===== src/sv/mrmu_pkg.sv =====
package mrmu_pkg;

    localparam int NUM_FEATURES = 32;
    localparam int TABLE_DEPTH  = 32;
    localparam int NUM_USED     = (NUM_FEATURES < TABLE_DEPTH) ? NUM_FEATURES : TABLE_DEPTH;
    localparam int IDX_W        = 5;
    localparam logic [IDX_W-1:0] LAST_IDX = IDX_W'(NUM_USED - 1);

    // Restoring division runs one quotient bit per cycle over a 64-bit dividend.
    localparam int DIV_STEPS  = 64;
    localparam int DIV_CNT_W  = 7;

    localparam logic OP_UPDATE = 1'b0;
    localparam logic OP_READ   = 1'b1;

    localparam logic STATUS_OK      = 1'b0;
    localparam logic STATUS_REFUSED = 1'b1;

    typedef struct packed {
        logic              op;
        logic [31:0]       feature_mask;
        logic              stop_flag;
        logic signed [31:0] reward;
        logic [IDX_W-1:0]  read_index;
    } t_in_item;

    typedef struct packed {
        logic               status;
        logic signed [31:0] score_out;
        logic [31:0]        count_out;
    } t_out_item;

    typedef enum logic [3:0] {
        ST_IDLE,
        ST_DECODE,
        ST_READ,
        ST_SCAN,
        ST_MUL,
        ST_ADD,
        ST_DIV,
        ST_WRITE,
        ST_DONE
    } t_state;

    typedef struct packed {
        logic load_in;
        logic rd_en;
        logic rd_sel_read;
        logic idx_clr;
        logic idx_inc;
        logic mul;
        logic add;
        logic div_step;
        logic wr;
        logic out_load;
    } t_dp_cmd;

    typedef struct packed {
        logic op_read;
        logic stop;
        logic mask_bit;
        logic idx_last;
        logic div_done;
        logic out_free;
    } t_dp_status;

endpackage


===== src/sv/mrmu_ctrl.sv =====
module mrmu_ctrl (
    input  logic                  i_clk,
    input  logic                  i_rst_n,
    input  logic                  i_in_valid,
    input  mrmu_pkg::t_dp_status  i_status,
    output logic                  o_in_stall,
    output mrmu_pkg::t_dp_cmd     o_cmd
);

    mrmu_pkg::t_state r_state;
    mrmu_pkg::t_state n_state;

    always_ff @(posedge i_clk) begin
        if (!i_rst_n) begin
            r_state <= mrmu_pkg::ST_IDLE;
        end else begin
            r_state <= n_state;
        end
    end

    always_comb begin
        n_state = r_state;
        case (r_state)
            mrmu_pkg::ST_IDLE: begin
                if (i_in_valid) begin
                    n_state = mrmu_pkg::ST_DECODE;
                end
            end
            mrmu_pkg::ST_DECODE: begin
                if (i_status.op_read) begin
                    n_state = mrmu_pkg::ST_READ;
                end else if (i_status.stop) begin
                    n_state = mrmu_pkg::ST_SCAN;
                end else begin
                    n_state = mrmu_pkg::ST_DONE;
                end
            end
            mrmu_pkg::ST_READ: n_state = mrmu_pkg::ST_DONE;
            mrmu_pkg::ST_SCAN: begin
                if (i_status.mask_bit) begin
                    n_state = mrmu_pkg::ST_MUL;
                end else if (i_status.idx_last) begin
                    n_state = mrmu_pkg::ST_DONE;
                end
            end
            mrmu_pkg::ST_MUL: n_state = mrmu_pkg::ST_ADD;
            mrmu_pkg::ST_ADD: n_state = mrmu_pkg::ST_DIV;
            mrmu_pkg::ST_DIV: begin
                if (i_status.div_done) begin
                    n_state = mrmu_pkg::ST_WRITE;
                end
            end
            mrmu_pkg::ST_WRITE: begin
                if (i_status.idx_last) begin
                    n_state = mrmu_pkg::ST_DONE;
                end else begin
                    n_state = mrmu_pkg::ST_SCAN;
                end
            end
            mrmu_pkg::ST_DONE: begin
                if (i_status.out_free) begin
                    n_state = mrmu_pkg::ST_IDLE;
                end
            end
            default: n_state = mrmu_pkg::ST_IDLE;
        endcase
    end

    always_comb begin
        o_cmd      = '0;
        o_in_stall = 1'b1;
        case (r_state)
            mrmu_pkg::ST_IDLE: begin
                o_in_stall    = 1'b0;
                o_cmd.load_in = i_in_valid;
            end
            mrmu_pkg::ST_DECODE: begin
                o_cmd.idx_clr = 1'b1;
            end
            mrmu_pkg::ST_READ: begin
                o_cmd.rd_en       = 1'b1;
                o_cmd.rd_sel_read = 1'b1;
            end
            mrmu_pkg::ST_SCAN: begin
                o_cmd.rd_en   = i_status.mask_bit;
                o_cmd.idx_inc = !i_status.mask_bit && !i_status.idx_last;
            end
            mrmu_pkg::ST_MUL: o_cmd.mul = 1'b1;
            mrmu_pkg::ST_ADD: o_cmd.add = 1'b1;
            mrmu_pkg::ST_DIV: o_cmd.div_step = !i_status.div_done;
            mrmu_pkg::ST_WRITE: begin
                o_cmd.wr      = 1'b1;
                o_cmd.idx_inc = !i_status.idx_last;
            end
            mrmu_pkg::ST_DONE: o_cmd.out_load = i_status.out_free;
            default: o_cmd = '0;
        endcase
    end

endmodule


===== config.mk =====
export PLATFORM = sky130hd
export DESIGN_NAME = mrmu_ctrl
export DESIGN_NICKNAME = d
export VERILOG_FILES = /design/src/sv/mrmu_pkg.sv /design/src/sv/mrmu_ctrl.sv
export SDC_FILE = /design/constraint.sdc
export NUM_CORES = 1
export LEC_CHECK = 0
export BUFFER_PORTS_ARGS = -buffer_cell sky130_fd_sc_hd__buf_2
export CORE_UTILIZATION = 26
export CTS_BUF_LIST = sky130_fd_sc_hd__clkbuf_4 sky130_fd_sc_hd__clkbuf_8
export DETAILED_ROUTE_END_ITERATION = 16
export PLACE_DENSITY = 0.51
export SYNTH_ARGS = -nofsm -noshare
export SYNTH_HDL_FRONTEND = slang
export SYNTH_SLANG_ARGS = --single-unit

===== constraint.sdc =====
create_clock -name i_clk -period 2.9 [get_ports i_clk]
set_clock_uncertainty 0.2 [all_clocks]
set_input_delay 0.145 -clock i_clk [delete_from_list [all_inputs] [get_ports i_clk]]
set_output_delay 0.145 -clock i_clk [all_outputs]
set_load 0.005 [all_outputs]

==> flow_metrics.tcl, run 1 <==
set metrics [dict create \
    core_area_um2 1366 \
    powerDensity_nw_per_um2 814.2 \
    worstPathRequired_ns 2.56 \
    timing.final.crit_share_pct 60.46 \
    grt_max_degree 16 \
    ios 20 \
    wl_per_cell_um 11.39 \
    hold_class "in2reg" \
    routabilityCongestion 0.7433 \
    worst_slew_margin_rel_pct 70.31 \
    routed_wl_um 1025 \
    ys_warn_count 0 \
    dp_hpwl_um 753.2 \
    synthXorXnorAreaFrac_pct 0 \
    hold_slack_ns 0.02794 \
    dr.pass1.iters 4 \
    first_iter_violations 10 \
    crit_type "reg2out" \
    ff2ff_path_depth 4 \
    regMostFlops "r_state" \
    synth.area.mux_share_pct 0 \
    arrival_ns 1.41 \
    antenna_found_initial 0 \
    status "complete, no violations" \
    dr_total_vias 478 \
    largest_reg_flops 4 \
    avgSynthCellArea_um2 7.217 \
    layout-drive-gt1-share_pct 34.67 \
    syn_area_um2 404.1 \
    r2r_start "r_state[0]" \
    crit_start "r_state[1]" \
    period_needed_ns 1.753 \
    clock_path_buffers 2 \
    clk_pin_slew_ns 0.04 \
    die_h_um 41.43 \
    final-hold-violation-count 0 \
    reg2reg_slack_ns 1.20 \
    cts.sinks 4 \
    tritoncts "done" \
    synth_nets 65 \
    ys_seq_elements 4 \
    cts_buffers 3 \
    fin_area_um2 531.8 \
    yosysSeqAreaShare_pct 19.81 \
    synth_edf_count 0 \
    clock_latency_ns 0.24 \
    n_antenna_cell 0 \
    synth_cells 56 \
    worstPathMaxFanout 15 \
    tns_ns 0 \
    port-buffer-count 19 \
    peakVddDrop_mv 0.3331 \
    start_util_pct 29.58 \
    grt_pass1_wl_um 1690 \
    setup_viol 0 \
    synth_top_family_by_area "simple AND/OR/NAND/NOR gates" \
    std_cell_rows 13 \
    ant_nets 0 \
    overflow 0 \
    routed_via_density 5.311 \
    p_leak_nw 0.2675 \
    n_fill_cell 161 \
    grt_pass1_vias 440 \
    start_kind "flip-flop" \
    cts_setup_buffers 0 \
    cts_max_level 1 \
    holdCritStartpoint "i_status[3]" \
    end_kind "output port" \
    hold_end "r_state[2]" \
    synthAdderAreaFrac_pct 0 \
    cap_violations 0 \
    rsz0062_at_grt "no" \
    placed_area_um2 499.2 \
    fp.dieW_um 41.43 \
    root_buffer "clkbuf_4" \
    ys_types 29 \
    synthArstFlopShare_pct 0 \
    synth_compound_gate_area_share_pct 21.98 \
    die_area_um2 1716 \
    final_nets 86 \
    syn_to_final_growth_pct 31.58 \
    tightestPinTransition_ns 0.4447 \
    hold_depth 3 \
    synthSimpleGateAreaFrac_pct 49.85 \
    slew_viol_final 0 \
    ys.flop_type "dfxtp_1" \
    fmax_mhz 570.3 \
    r2r_end "r_state[3]" \
    grt_usage_pct 12.47 \
    reg_top3 "r_state x4" \
    drc 0 \
]
cell type report:
class                           instances  area (um^2)  area share (%)
Sequential cell                         4        80.08           15.06
Tap cell                               15        18.77           3.529
Multi-Input combinational cell         44        290.3           54.59
Clock buffer                            3        22.52           4.235
Timing Repair Buffer                   20        105.1           19.76
Inverter                                4        15.01           2.824
metal layers:
layer / part of all wire, % / vias to the layer above / GRT usage, %
met5: 0 / - / 0
met4: 2.6 / 0 / 7.742
met3: 4.2 / 3 / 1.304
met2: 43 / 13 / 19.06
met1: 50 / 217 / 16.58
li1: - / 245 / -
through the flow:
| stage | setup WS (ns) | utilization (%) | std cells | total power (W) |
|---|---|---|---|---|
| after floorplan | 1.470 | - | 56 | 0.0002949 |
| after global placement | 1.193 | 36.54 | 86 | 0.0003659 |
| after detailed placement | 1.211 | 36.54 | 86 | 0.0003615 |
| after CTS | 1.144 | 38.92 | 90 | 0.0004357 |
| after global routing | 1.044 | 38.92 | 90 | 0.0004671 |
| final | 1.147 | 38.92 | 90 | 0.0004329 |
power by group:
part / internal [W] / switching (W)
sequential: 0.0000736 / 0.0000624
clock: 0.0000464 / 0.0000238
combinational: 0.000121 / 0.000106
how the worst max path moves through the flow:
stage / slack (ns) / depth (start not counted) / endpoint
after floorplan: 1.47 / 4 / r_state[3]
after global placement: 1.19 / 4 / r_state[0]
after detailed placement: 1.21 / 4 / r_state[3]
after CTS: 1.14 / 4 / o_cmd[8]
after global routing: 1.04 / 4 / o_cmd[8]
final: 1.15 / 4 / o_cmd[8]
critical path, cell delays in order (launching register included):
cell     delay, ns
dfxtp_1       0.58
nor2b_1       0.27
o21ai_0       0.12
nor2_1        0.09
buf_2         0.12
Yosys cell counts, types with 2 or more instances:
library cell | number | area share (%)
buf_2 | 3 | 3.7
nor2b_1 | 2 | 3.1
nor3_1 | 4 | 5.0
nand2b_1 | 4 | 6.2
nor4b_1 | 2 | 4.3
nor2_1 | 8 | 7.4
o22ai_1 | 2 | 3.1
nand4b_1 | 2 | 4.3
nand2_1 | 3 | 2.8
inv_1 | 4 | 3.7
dfxtp_1 | 4 | 20
layout by cell type, fill, tap and decap left out, types with 2 or more instances in the layout:
cell / n
buf_2: 19
nor2_1: 8
nor3_1: 4
nand2b_1: 4
inv_1: 4
dfxtp_1: 4
nand2_1: 3
clkbuf_4: 3
nor2b_1: 2
nand4b_1: 2
nor4b_1: 2
o22ai_1: 2
timing repair:
| action | in CTS | in global routing |
|---|---|---|
| hold endpoints to repair | 1 | 0 |
| hold buffers | 1 | 0 |
| resized for setup | 0 | 0 |
logic make-up after synthesis:
logic type | Yosys count
AOI/OAI and AO/OA | 11
buffers and inverters | 8
DFF | 4
and+or+nand+nor | 33
Power figures use the tool's default switching activity.
==> run 2, diff against run 1 <==
--- a/config.mk
+++ b/config.mk
@@ -9,7 +9,7 @@
 export CORE_UTILIZATION = 26
 export CTS_BUF_LIST = sky130_fd_sc_hd__clkbuf_4 sky130_fd_sc_hd__clkbuf_8
 export DETAILED_ROUTE_END_ITERATION = 16
-export PLACE_DENSITY = 0.51
+export PLACE_DENSITY = 0.53
 export SYNTH_ARGS = -nofsm -noshare
 export SYNTH_HDL_FRONTEND = slang
 export SYNTH_SLANG_ARGS = --single-unit
==> constraint.sdc (replaced) <==
create_clock -name i_clk -period 1.6 [get_ports i_clk]
set_clock_uncertainty 0.2 [all_clocks]
set_input_delay 0.08 -clock i_clk [delete_from_list [all_inputs] [get_ports i_clk]]
set_output_delay 0.08 -clock i_clk [all_outputs]
set_load 0.005 [all_outputs]
==> flow_metrics.tcl, run 2 (same netlist as run 1, synthesis figures left out) <==
set metrics [dict create \
    grt_usage_pct 14.09 \
    worstPathMaxFanout 4 \
    die_area_um2 1716 \
    powerDensity_nw_per_um2 1492 \
    routed_wl_um 1104 \
    mostFrequentLayoutCells "buf_2 (19), buf_4 (7), nor2_1 (6)" \
    final_common_cell "buf_2" \
    ios 20 \
    fmax_mhz 641.3 \
    regMostFlops "r_state" \
    cts.sinks 4 \
    dr_total_vias 501 \
    setup_viol 0 \
    antenna_found_initial 0 \
    worstPathRequired_ns 1.52 \
    largest_reg_flops 4 \
    final-hold-violation-count 0 \
    end_kind "flip-flop" \
    layout-drive-gt1-share_pct 45.78 \
    fp.dieW_um 41.43 \
    p_sw_w 0.0003740 \
    grt_pass1_vias 444 \
    wl_per_cell_um 11.27 \
    grt_pass1_wl_um 1911 \
    start_util_pct 29.58 \
    p_int_w 0.0005279 \
    tightestPinTransition_ns 0.3056 \
    power.share.switching_pct 41.47 \
    cts_buffers 3 \
    worst_slew_margin_rel_pct 79.49 \
    cts_max_level 1 \
    dr.pass1.iters 4 \
    drc 0 \
    n_fill_cell 156 \
    routabilityCongestion 0.7745 \
    tns_ns 0 \
    arrival_ns 1.47 \
    status "complete, no violations" \
    final_nets 94 \
    port-buffer-count 19 \
    start_kind "primary input" \
    overflow 0 \
    timing.final.crit_share_pct 97.45 \
    std_cell_rows 13 \
    p_leak_nw 0.3110 \
    fin_util_pct 44.23 \
    root_buffer "clkbuf_4" \
    period_needed_ns 1.559 \
    syn_to_final_growth_pct 49.54 \
    reg_top3 "r_state x4" \
    tritoncts "done" \
    seqPwrFrac_pct 19.2 \
    clk_pin_slew_ns 0.04 \
    core_area_um2 1366 \
    crit_type "in2reg" \
    die_h_um 41.43 \
    first_iter_violations 7 \
    n_antenna_cell 0 \
    cap_violations 0 \
    ant_nets 0 \
    hold_slack_ns 0.01889 \
    dp_hpwl_um 860.1 \
    clock_path_buffers 2 \
    routed_via_density 5.112 \
    combPwrFrac_pct 66.5 \
    slew_viol_final 0 \
    clock_latency_ns 0.24 \
    hold_class "in2reg" \
    rsz0062_at_grt "no" \
    pwr-share-clk_pct 14.4 \
    grt_max_degree 13 \
    peakVddDrop_mv 0.6521 \
]
[run 2: timing repair]
item	4_1_cts	5_1_grt
resized for setup	0	5
endpoints found under the setup margin	0	4
endpoints found under the hold margin	4	0
hold buffers	2	0
buffers inserted	0	0
[run 2: area by class of cell]
cell class	count	area (um^2)	area share (%)
well taps	15	18.77	3.106
flip-flops and latches	4	82.58	13.66
repair buffers	28	167.7	27.74
clock buffers	3	22.52	3.727
inverters	4	15.01	2.484
multi-input cells	44	297.8	49.28
[run 2: worst max-delay path, stage by stage]
cell and delay [ns]:
dlygate4sd3_1 0.53, buf_2 0.14, or4_4 0.54, nand4b_1 0.11, o22ai_1 0.08
[run 2: path summary, 6_finish.rpt]
check                           slack [ns]          to  cells after the start   startpoint
worst min-delay path                  0.02  r_state[0]                      3  i_status[2]
worst min register to register        0.45  r_state[0]                      3   r_state[0]
worst max register to register        0.11  r_state[3]                      4   r_state[1]
worst max-delay path                  0.04  r_state[3]                      5  i_status[3]
[run 2: through the flow]
| stage | area [um^2] | instances | worst slack (ns) | power, W |
|---|---|---|---|---|
| 4_1_cts | 594.3 | 98 | 0.04859 | 0.0008900 |
| 2_1_floorplan | 404.1 | 56 | 0.1699 | 0.0005345 |
| 3_5_place_dp | 551.8 | 93 | 0.1203 | 0.0007513 |
| 3_3_place_gp | 551.8 | 93 | 0.1156 | 0.0007639 |
| 6_report | 604.3 | 98 | 0.04074 | 0.0009019 |
| 5_1_grt | 604.3 | 98 | 0.002512 | 0.0009871 |
[run 2: power groups by stage]
| stage | sequential [W] | clock [W] | combinational [W] |
|---|---|---|---|
| 6_report | 0.000173 | 0.000129 | 0.000600 |
| 3_5_place_dp | 0.000170 | 0 | 0.000581 |
| 3_3_place_gp | 0.000171 | 0 | 0.000593 |
| 2_1_floorplan | 0.000165 | 0 | 0.000370 |
| 4_1_cts | 0.000168 | 0.000134 | 0.000588 |
| 5_1_grt | 0.000179 | 0.000138 | 0.000670 |
[run 2: metal layers]
| metal | share of wire (%) | vias to the layer above | GRT usage (%) | wire, um |
|---|---|---|---|---|
| li1 | - | 262 | - | - |
| met5 | 0 | - | 0 | 0 |
| met3 | 6.3 | 3 | 1.739 | 69 |
| met1 | 49 | 219 | 19.53 | 538 |
| met2 | 42 | 17 | 20.00 | 468 |
| met4 | 2.4 | 0 | 9.677 | 27 |
==> run 3, diff against run 2 <==
--- a/config.mk
+++ b/config.mk
@@ -9,6 +9,7 @@
 export CORE_UTILIZATION = 26
 export CTS_BUF_LIST = sky130_fd_sc_hd__clkbuf_4 sky130_fd_sc_hd__clkbuf_8
 export DETAILED_ROUTE_END_ITERATION = 16
+export HOLD_SLACK_MARGIN = 0.1
 export PLACE_DENSITY = 0.53
 export SYNTH_ARGS = -nofsm -noshare
 export SYNTH_HDL_FRONTEND = slang
==> flow_metrics.tcl, run 3 (same netlist as run 1, synthesis figures left out) <==
set metrics [dict create \
    status "complete, no violations" \
    start_util_pct 29.58 \
    power_w 0.0009055 \
    slowest_delay_ns 0.54 \
    port-buffer-count 19 \
    ant_nets 0 \
    place_inst 93 \
    grt_usage_pct 14.54 \
    period_needed_ns 1.568 \
    wl_per_cell_um 11.32 \
    n_antenna_cell 0 \
    layout-drive-gt1-share_pct 44.71 \
    cts_max_level 1 \
    timing.final.crit_share_pct 97.98 \
    first_iter_violations 3 \
    pwr-share-clk_pct 14.3 \
    die_area_um2 1716 \
    fmax_mhz 637.9 \
    std_cell_rows 13 \
    routed_via_density 5.050 \
    powerDensity_nw_per_um2 1450 \
    routed_wl_um 1132 \
    p_sw_w 0.0003742 \
    multi_input_area_um2 297.8 \
    tightestPinTransition_ns 0.2811 \
    seqPwrFrac_pct 19.0 \
    dp_hpwl_um 860.1 \
    regMostFlops "r_state" \
    path_delay_family "buffers and inverters" \
    final_common_cell "buf_2" \
    drc 0 \
    stdcell_count 100 \
    tritoncts "done" \
    regArea_um2 82.58 \
    core_area_um2 1366 \
    cts_setup_buffers 0 \
    crit_chain "dlygate4sd3_1 -> buf_2 -> or4_4 -> nand4b_1 -> o22ai_1" \
    peakVddDrop_mv 0.6489 \
    start_kind "primary input" \
    arrival_ns 1.48 \
    worstPathRequired_ns 1.52 \
    fp.dieW_um 41.43 \
    reg_top3 "r_state x4" \
    grt_pass1_vias 455 \
    p_leak_nw 0.3193 \
    largest_reg_flops 4 \
    worstPathMaxFanout 4 \
    final_nets 96 \
    clock_path_buffers 2 \
    cap_violations 0 \
    ios 20 \
    antenna_found_initial 0 \
    p_int_w 0.0005313 \
    slowest_stage "or4_4" \
    slew_viol_final 0 \
    grt_pass1_wl_um 1973 \
    syn_to_final_growth_pct 54.49 \
    worst_slew_margin_rel_pct 81.02 \
    clk_pin_slew_ns 0.04 \
    hold_class "in2reg" \
    routabilityCongestion 0.7745 \
    power.share.switching_pct 41.32 \
    reg2reg_slack_ns 0.08 \
    clock_latency_ns 0.24 \
    mostFrequentLayoutCells "buf_2 (19), buf_4 (7), nor2_1 (6)" \
    overflow 0 \
    cts.sinks 4 \
    dr_total_vias 505 \
    grt_max_degree 13 \
    setup_viol 0 \
    end_kind "flip-flop" \
    tns_ns 0 \
    die_h_um 41.43 \
    cts_buffers 3 \
    combPwrFrac_pct 66.7 \
    crit_type "in2reg" \
    rsz0062_at_grt "no" \
    final-hold-violation-count 0 \
    root_buffer "clkbuf_4" \
    n_fill_cell 154 \
    dr.pass1.iters 3 \
    path_buf_inv 2 \
]
## run 3: metal layers
metal	track usage (%)	share of wire, %
met1	19.79	50
met2	21.25	43
met3	1.739	4.4
met4	9.677	2.4
met5	0	0
## run 3: path summary, 6_finish.rpt
| kind | start | endpoint | cells after the start |
|---|---|---|---|
| hold reg to reg | r_state[0] | r_state[0] | 3 |
| hold / removal | i_status[1] | r_state[0] | 4 |
| setup / recovery | i_status[3] | r_state[3] | 5 |
| setup reg to reg | r_state[3] | r_state[3] | 4 |
## run 3: power by group through the flow
stage / combinational (W) / clock, W / sequential (W)
final: 0.000604 / 0.000130 / 0.000172
after global routing: 0.000674 / 0.000138 / 0.000179
after CTS: 0.000591 / 0.000134 / 0.000168
after detailed placement: 0.000581 / 0 / 0.000170
after global placement: 0.000593 / 0 / 0.000171
after floorplan: 0.000370 / 0 / 0.000165
## run 3: worst reg2reg max path, delay by kind of cell (launching register included)
family             cells  cell delay (ns)
DFF                    1             0.31
and+or+nand+nor        3             0.81
AOI/OAI and AO/OA      1             0.08
## run 3: through the flow
step | hold WS, ns | utilization, % | setup WS, ns | cell area, um^2
after floorplan | -0.008904 | - | 0.1699 | 404.1
after global placement | 0.1789 | 40.38 | 0.1156 | 551.8
after detailed placement | 0.1811 | 40.38 | 0.1203 | 551.8
final | 0.1266 | 45.70 | 0.03228 | 624.3
after global routing | 0.1767 | 45.70 | 0.002512 | 624.3
after CTS | 0.1225 | 44.96 | 0.01898 | 614.3
## run 3: final cells by class
class	instances	area share, %
sequential	4	13.23
clock buffer	3	3.607
multi-input combinational	44	47.70
tap	15	3.006
timing repair buffer	30	30.06
inverter	4	2.405
## run 3: repair_timing
action,4_1_cts,5_1_grt
endpoints found under the hold margin,4,0
resized for setup,0,5
setup endpoints to repair,0,7
hold buffers,4,0
